## src/sv/lpc_pkg.sv

```systemverilog
// Shared types, constants and field layout for the layer priority compositor.
package lpc_pkg;

    localparam int unsigned LPC_PAL_ENTRIES = 512;
    localparam int unsigned LPC_PAL_AW      = 9;
    localparam int unsigned LPC_PAL_DW      = 16;

    localparam int unsigned LPC_S_TDATA_W   = 96;
    localparam int unsigned LPC_M_TDATA_W   = 32;
    localparam int unsigned LPC_APB_AW      = 4;

    // Bit offsets of the fields inside the slave-side tdata word.
    localparam int unsigned LPC_OFS_PADDR   = 0;
    localparam int unsigned LPC_OFS_PDATA   = 9;
    localparam int unsigned LPC_OFS_BG0     = 25;
    localparam int unsigned LPC_OFS_BG1     = 33;
    localparam int unsigned LPC_OFS_BG2     = 41;
    localparam int unsigned LPC_OFS_BG3     = 49;
    localparam int unsigned LPC_OFS_BITMAP  = 57;
    localparam int unsigned LPC_OFS_OBJIDX  = 73;
    localparam int unsigned LPC_OFS_OBJPRI  = 81;
    localparam int unsigned LPC_OFS_WIN     = 84;

    localparam logic [2:0] LPC_FIRST_BITMAP_MODE = 3'd3;
    localparam logic [2:0] LPC_NO_PRIORITY       = 3'd4;
    localparam logic [7:0] LPC_ALPHA             = 8'hFF;

    typedef enum logic {
        CMD_PAL_WRITE = 1'b0,
        CMD_PIXEL     = 1'b1
    } t_lpc_cmd;

    typedef enum logic [1:0] {
        REG_VIDEO_MODE = 2'd0,
        REG_BG_ENABLE  = 2'd1,
        REG_BG_PRIO    = 2'd2,
        REG_UNUSED     = 2'd3
    } t_lpc_reg;

    // Decision made for one pixel before the palette lookup.
    typedef struct packed {
        logic [LPC_PAL_AW-1:0] rd_addr;
        logic                  use_bitmap;
    } t_lpc_sel;

endpackage

```

## src/sv/lpc_layer_sel.sv

```systemverilog
// Layer priority resolution: picks the palette entry or bitmap color for one pixel.
module lpc_layer_sel
    import lpc_pkg::*;
(
    input  logic [2:0]  i_video_mode,
    input  logic [3:0]  i_bg_enable,
    input  logic [7:0]  i_bg_priorities,
    input  logic [7:0]  i_bg_index [4],
    input  logic [7:0]  i_obj_index,
    input  logic [2:0]  i_obj_priority,
    input  logic [4:0]  i_window_mask,
    output t_lpc_sel    o_sel
);

    logic       bg_found;
    logic [3:0] best_key;
    logic [7:0] best_index;
    logic [3:0] key;
    logic [2:0] win_pri;
    logic       obj_wins;
    logic       bitmap_mode;

    // Key is {priority, background number}; the smallest qualifying key wins.
    always_comb begin
        bg_found   = 1'b0;
        best_key   = 4'hF;
        best_index = 8'd0;
        key        = 4'd0;
        for (int k = 0; k < 4; k++) begin
            key = {i_bg_priorities[2*k +: 2], 2'(k)};
            if (i_bg_index[k] != 8'd0 && i_bg_enable[k] && i_window_mask[k] &&
                (!bg_found || key < best_key)) begin
                bg_found   = 1'b1;
                best_key   = key;
                best_index = i_bg_index[k];
            end
        end
    end

    assign bitmap_mode = (i_video_mode >= LPC_FIRST_BITMAP_MODE);

    always_comb begin
        if (bitmap_mode) begin
            win_pri = {1'b0, i_bg_priorities[5:4]};
        end else if (bg_found) begin
            win_pri = {1'b0, best_key[3:2]};
        end else begin
            win_pri = LPC_NO_PRIORITY;
        end
    end

    assign obj_wins = (i_obj_index != 8'd0) && (i_obj_priority <= win_pri) &&
                      i_window_mask[4];

    // The object palette occupies the upper half, so its address is 256 plus the index.
    always_comb begin
        o_sel.use_bitmap = bitmap_mode && !obj_wins;
        if (obj_wins) begin
            o_sel.rd_addr = {1'b1, i_obj_index};
        end else begin
            o_sel.rd_addr = {1'b0, best_index};
        end
    end

endmodule

```

## config.mk

```make
export PLATFORM = sky130hd
export DESIGN_NAME = lpc_layer_sel
export DESIGN_NICKNAME = d
export VERILOG_FILES = /design/src/sv/lpc_pkg.sv /design/src/sv/lpc_layer_sel.sv
export SDC_FILE = /design/constraint.sdc
export NUM_CORES = 1
export LEC_CHECK = 0
export BUFFER_PORTS_ARGS = -buffer_cell sky130_fd_sc_hd__buf_2
export CAP_MARGIN = 10
export CORE_UTILIZATION = 42
export DETAILED_ROUTE_END_ITERATION = 10
export PLACE_DENSITY = 0.84
export RECOVER_POWER = 50
export SLEW_MARGIN = 0
export SYNTH_ARGS = -nofsm -noshare
export SYNTH_HDL_FRONTEND = slang
export SYNTH_SLANG_ARGS = --single-unit
```

## constraint.sdc

```tcl
create_clock -name vclk -period 14.76
set_input_delay 2.952 -clock vclk [all_inputs]
set_output_delay 2.952 -clock vclk [all_outputs]
set_load 0.005 [all_outputs]
```

---- Word-level counts from Yosys, hierarchy flattened ----
Index checks and enable logic that the tools add are counted.
storage, ports and cells
  bits in registers ....................... 0
  word-level logic and storage cells ...... 46
  input bits .............................. 63
operators by class
  order comparisons ....................... 5
  multiplexer cells ....................... 15
  reduce and logical (&&, ||, !) cells .... 26
operator list
  cell                                                 number
  nonzero test 8 bit                                   5
  2-to-1 mux 8 bit                                     4
  2-to-1 mux 4 bit                                     4
  logical AND 1 bit                                    14
  less-than comparator 4 bit                           3
  2-to-1 mux 9 bit                                     1
  2-to-1 mux 3 bit                                     2
  zero test 1 bit                                      4
  2-to-1 mux 1 bit                                     4
  >= comparator 3 x 2 -> 1 bit, second input constant  1
  <= comparator 3 bit                                  1
  logical OR 1 bit                                     3

---- Depth between registers and ports, before layout ----
Gate-level depths: netlist of run 1.
  depth after elaboration ................. 23
  depth in mapped cells ................... 32
  mapped depth without buffers ............ 28

---- Least setup slack after synthesis of run 1 ----
OpenSTA, ideal clock, no wires.
  kind .................................... input port to output port
  start ................................... in i_bg_index[24] (netlist bit)
  end ..................................... out o_sel[1] (netlist bit)
  path slack .............................. 2.635 ns
  data required time ...................... 11.808 ns
  arrival time ............................ 9.173 ns
  cell stages on the path ................. 30
  path buffers ............................ 2
  cells stage by stage .................... or4_1 > o21ai_0 > nor2_1 > ha_1 > o21a_1 > o221a_1 > or2_1 > buf_6 > a21oi_4 > inv_1 > ha_1 > o21a_1 > o2bb2ai_1 > nand2_1 > mux2i_2 > ha_1 > nor2_1 > o21ba_1 > or4_1 > a31o_1 > ha_1 > nor2b_1 > o21a_1 > o21ai_1 > and2_1 > clkbuf_1 > nand2_1 > clkinv_1 > or4_1 > o211ai_1
RTL lines
  item             line                 text
  start, declared  lpc_layer_sel.sv:8   input logic [7:0] i_bg_index [4],
  end, declared    lpc_layer_sel.sv:12  output t_lpc_sel o_sel

==> results of run 1 <==
[synth_stat cells (2+ instances only)]
master / n / area share
nand3_1: 4 / 0.021
nor2_1: 7 / 0.028
o211ai_1: 9 / 0.072
o21a_1: 3 / 0.024
ha_1: 8 / 0.11
or4_1: 10 / 0.080
a21o_1: 2 / 0.016
nand2_1: 32 / 0.13
and2_1: 2 / 0.013
inv_1: 12 / 0.048
a21oi_1: 3 / 0.016
buf_6: 2 / 0.024
mux2i_1: 16 / 0.17
nor4_1: 8 / 0.053
clkbuf_1: 3 / 0.012
o21ai_0: 2 / 0.011
[worst max-delay path by stage]
stage                     depth (start not counted)       end  slack (ps)            from
after floorplan                                  30  o_sel[1]        2630  i_bg_index[24]
after global placement                           29  o_sel[3]        1680  i_bg_index[24]
after detailed placement                         29  o_sel[3]        1560  i_bg_index[24]
after CTS                                        29  o_sel[3]        1550  i_bg_index[24]
after global routing                             29  o_sel[5]         750  i_bg_index[24]
final                                            29  o_sel[3]        1310  i_bg_index[24]
[worst max-delay path, delay by kind of cell]
kind                     cells  cell delay (ps)
AO/OA/AOI/OAI               12             2840
AND/OR/NAND/NOR              8             2790
adder cells (fa/ha/maj)      4             1060
buffers and inverters        4              560
multiplexers                 1              270
[kinds of logic (layout without fill, tap and decap cells)]
| family | Yosys count | count (layout) | synth area share |
|---|---|---|---|
| fa+ha+maj | 8 | 8 | 0.1062 |
| buf+inv | 19 | 86 | 0.09561 |
| simple gates | 68 | 68 | 0.3626 |
| mux | 17 | 17 | 0.1846 |
| compound gates | 29 | 29 | 0.2510 |
[per-layer routing]
| layer | up-vias | global-route usage |
|---|---|---|
| li1 | 667 | - |
| met1 | 557 | 0.2601 |
| met2 | 35 | 0.4384 |
| met4 | 0 | 0.004902 |
| met3 | 0 | 0.006231 |
| met5 | - | 0 |
[power by group through the flow]
stage | Clock [mW] | Combinational, mW | Sequential [mW]
global route | 0 | 0.0478 | 0
floorplan | 0 | 0.0259 | 0
finish | 0 | 0.0424 | 0
global placement | 0 | 0.0421 | 0
CTS | 0 | 0.0429 | 0
detailed placement | 0 | 0.0427 | 0
[layout make-up]
type,instances,area [sq um],area share
inverter,13,48.80,0.03761
multi-input combinational,122,852.1,0.6567
tap,27,33.78,0.02604
timing repair buffer,73,362.8,0.2797
==> key figures, run 1 <==
Route
  – DR pass1 iterations: 4
  – Sum of routed wire segments on met1: 1131 microns
  – DRC violations left: 0
  – Met3 wire length: 119 microns
  – Iter 0 DRT Violations: 19
  – Via count: 1259
  – Via/cell ratio: 5.357
  – Routed Antenna Nets: 0
  – Top sig layer: met3
  – DR WL/cell: 10.99 microns
  – Final wirelength: 2583 microns
  – DR WL met2: 1332 microns

Synthesis
  – Synthesized area per cell: 6.682 sq um
  – Ys Warns: 0
  – Syn Inst Count: 141
  – Yosys cell types: 34
  – Post-synthesis sequential area ratio: 0
  – Synth Cell Area: 942.2 sq um
  – Net Count, Synth: 212

Place
  – Post-Place Cell Area: 1300 sq um
  – Detailed Place HPWL: 2292 microns
  – Placed instance count: 235
  – Post-place setup slack: 1560 ps
  – IO Port Bufs: 73
  – Final GP Congestion: 0.8697

Power and ir drop
  – Clock power frac: 0
  – Internal power: 21.03 uW
  – Worst vdd ir: 0.00002184 V
  – Seq pwr share: 0
  – Leakage: 0.7446 nW
  – Sw frac: 0.5043
  – Gate power share: 1.000
  – Pwr/cell area: 32.71 nW/um^2
  – Total power: 42.44 uW
  – Psw: 21.40 uW

Finish
  – Layout cell share with drive strength beyond 1: 0.3654
  – Clock buffer count: 0
  – Fill cell count: 198
  – Num sequential: 0
  – Number of nets in the layout: 281
  – Register area: 0 sq um
  – Area delta synth->final: 37.72%
  – Fin area: 1297 sq um
  – Antenna cells: 0
  – Fin util: 0.6354
  – Final cell count without fillers: 235
  – Commonest non-fill, non-tap cells in the layout: buf_2 (71), nand2_1 (32), mux2i_1 (16)
  – Commonest non-fill, non-tap cell in the layout: buf_2

Timing
  – Post-layout min period: 13450 ps
  – Hold Worst Slack: 6216 ps
  – Fin Setup TNS: 0 ps
  – Final period utilization: 0.9111
  – Slew Limit Fails: 0
  – Final setup viols: 0
  – Achievable frequency: 0.07437 GHz
  – Relative slew slack: 0.4170
  – RSZ-0062 raised after global routing: no
  – Slew at the pin closest to its max-slew limit: 874.5 ps
  – Setup ws final: 1313 ps
  – Hold Vio Cnt, Final: 0

Global route
  – First-pass GRT wire length: 4436 microns
  – Total gr overflow: 0
  – Tot GR Track Use: 0.2173
  – Largest net degree at the start of global routing: 14
  – Vias in the first global route: 1170
  – Initial antenna violation count: 0

Run status
  – Status: complete, no violations

Floorplan
  – Die span in y: 49.36 microns
  – Die ar.: 2436 sq um
  – Area of the core: 2042 sq um
  – Rows: 16
  – Initial core utilization: 0.4614
  – Io pins: 73
  – Die Wd: 49.36 microns

Worst setup path
  – Crit start category: input port
  – Slowest CP cell: a2111oi_2
  – Critical Path RT: 11810 ps
  – Worst setup path category: input port to output port
  – Crit. End Element: output port
  – Arrival time at the worst endpoint: 10500 ps
  – Most frequent CP cell: ha_1
  – CP max FO: 12
  – CP peak stage delay: 740 ps

Min path
  – Hold crit path type: input port to output port
  – Worst Hold End: o_sel[6]
  – HP Start: i_obj_index[5]
  – Hold depth: 4

Clocking
  – Cts hold-fix bufs: 0
  – Post-CTS Setup Repair Bufs: 0
  – Resize count post-CTS: 0

Flow run
  – Maxcap violations: 0
(Power assumes the default switching activity.)
==> run 2, diff against run 1 <==
GPL_ROUTABILITY_DRIVEN = 0   (was not set)
clock period = 14.57 ns   (was 14.76 ns; I/O delays follow)
==> run 2 against run 1 <==
Against the previous run: die area did not move; critical path depth did not move; first-iteration DRC count rose by 79%; wire length grew 2.4%; core utilization is the same; total power grew 1.5%.
==> key figures, run 2 (synthesized netlist as in run 1, its figures left out) <==
Worst setup path
  – CP max FO: 12 (unchanged)
  – Most frequent CP cell: ha_1
  – Crit start category: input port
  – Crit. End Element: output port
  – Worst setup path category: input port to output port
  – Critical Path RT: 11660 ps (-150 ps)
  – Slowest CP cell: a2111oi_2
  – Arrival time at the worst endpoint: 10360 ps (-140 ps)
  – CP peak stage delay: 720 ps (-20 ps)

Finish
  – Commonest non-fill, non-tap cell in the layout: buf_2
  – Clock buffer count: 0 (unchanged)
  – Number of nets in the layout: 281 (unchanged)
  – Register area: 0 sq um (unchanged)
  – Antenna cells: 0 (unchanged)
  – Fin area: 1297 sq um (unchanged)
  – Num sequential: 0 (unchanged)
  – Final cell count without fillers: 235 (unchanged)
  – Commonest non-fill, non-tap cells in the layout: buf_2 (71), nand2_1 (32), mux2i_1 (16)
  – Area delta synth->final: 37.72% (unchanged)
  – Layout cell share with drive strength beyond 1: 0.3654 (unchanged)

Floorplan
  – Area of the core: 2042 sq um (unchanged)
  – Die Wd: 49.36 microns (unchanged)
  – Initial core utilization: 0.4614 (unchanged)
  – Die ar.: 2436 sq um (unchanged)
  – Io pins: 73 (unchanged)
  – Rows: 16 (unchanged)
  – Die span in y: 49.36 microns (unchanged)

Power and ir drop
  – Pwr/cell area: 33.21 nW/um^2 (+1.5%)
  – Psw: 21.82 uW (+1.9%)
  – Gate power share: 1.000 (about the same)
  – Clock power frac: 0 (unchanged)
  – Worst vdd ir: 0.00002009 V (-8.0%)
  – Seq pwr share: 0 (unchanged)
  – Internal power: 21.27 uW (+1.1%)
  – Leakage: 0.7446 nW (unchanged)
  – Sw frac: 0.5063 (+0.002003)

Global route
  – Tot GR Track Use: 0.2102 (-0.007092)
  – Largest net degree at the start of global routing: 14 (unchanged)
  – First-pass GRT wire length: 4243 microns (-4.4%)
  – Vias in the first global route: 1088 (-7.0%)
  – Initial antenna violation count: 0 (unchanged)
  – Total gr overflow: 0 (unchanged)

Timing
  – Achievable frequency: 0.07531 GHz
  – Relative slew slack: 0.4288 (+0.01181)
  – Final period utilization: 0.9113
  – Post-layout min period: 13280 ps
  – Fin Setup TNS: 0 ps (unchanged)
  – Slew at the pin closest to its max-slew limit: 856.8 ps (-17.71 ps)
  – Final setup viols: 0 (unchanged)
  – RSZ-0062 raised after global routing: no
  – Hold Worst Slack: 6142 ps (-73.51 ps)
  – Slew Limit Fails: 0 (unchanged)
  – Hold Vio Cnt, Final: 0 (unchanged)

Min path
  – HP Start: i_obj_index[4]
  – Hold depth: 4 (unchanged)
  – Hold crit path type: input port to output port
  – Worst Hold End: o_sel[5]

Route
  – DRC violations left: 0 (unchanged)
  – Via/cell ratio: 5.353 (about the same)
  – Iter 0 DRT Violations: 34 (+15)
  – Routed Antenna Nets: 0 (unchanged)
  – Final wirelength: 2644 microns (+2.4%)
  – DR pass1 iterations: 4 (unchanged)
  – DR WL/cell: 11.25 microns (+2.4%)
  – Via count: 1258 (-0.079%)

Clocking
  – Cts hold-fix bufs: 0 (unchanged)
  – Resize count post-CTS: 0 (unchanged)
  – Post-CTS Setup Repair Bufs: 0 (unchanged)

Run status
  – Status: complete, no violations

Place
  – Post-Place Cell Area: 1300 sq um (unchanged)
  – IO Port Bufs: 73 (unchanged)
  – Placed instance count: 235 (unchanged)
  – Detailed Place HPWL: 2329 microns (+1.7%)

Flow run
  – Maxcap violations: 0 (unchanged)
[run 2: cell counts in the layout (fill, tap and decap cells not counted)]
Identical to the previous run, type by type.
[run 2: layout make-up]
type	count	area, sq um
multi-input cells	122	852.1
inverters	13	48.80
fillers	212	744.5
well taps	27	33.78
repair buffers	73	362.8
[run 2: worst max-delay path by stage]
stage	start	endpoint	slack [ps]	depth (start not counted)
2_1_floorplan	i_bg_index[24]	o_sel[1]	2520	30
3_3_place_gp	i_bg_index[24]	o_sel[5]	1680	29
3_5_place_dp	i_bg_index[24]	o_sel[6]	1570	29
4_1_cts	i_bg_index[24]	o_sel[6]	1560	29
5_1_grt	i_bg_index[24]	o_sel[5]	650	29
6_report	i_bg_index[24]	o_sel[5]	1290	29
[run 2: metal layers]
metal / global-route usage / part of all wire / vias to the layer above
li1: - / - / 664
met5: 0 / 0 / -
met4: 0 / 0 / 0
met2: 0.4155 / 0.50 / 38
met1: 0.2637 / 0.46 / 556
met3: 0 / 0.038 / 0
[run 2: power groups by stage]
stage | clock (mW) | sequential, mW | combinational, mW
after global routing | 0 | 0 | 0.0485
final | 0 | 0 | 0.0431
after CTS | 0 | 0 | 0.0433
after global placement | 0 | 0 | 0.0427
after floorplan | 0 | 0 | 0.0262
after detailed placement | 0 | 0 | 0.0432
[run 2: critical path, delay by kind of cell]
family | cells | cell delay [ps]
AO/OA/AOI/OAI | 12 | 2790
AND/OR/NAND/NOR | 8 | 2770
adder cells (fa/ha/maj) | 4 | 1060
buffers and inverters | 4 | 550
multiplexers | 1 | 270
[run 2: per-stage QoR]
| step | setup slack, ps | utilization | total power, mW |
|---|---|---|---|
| floorplan | 2521 | - | 0.02622 |
| global placement | 1683 | 0.6366 | 0.04274 |
| detailed placement | 1567 | 0.6366 | 0.04315 |
| CTS | 1561 | 0.6366 | 0.04328 |
| global route | 653.1 | 0.6354 | 0.04846 |
| finish | 1292 | 0.6354 | 0.04309 |
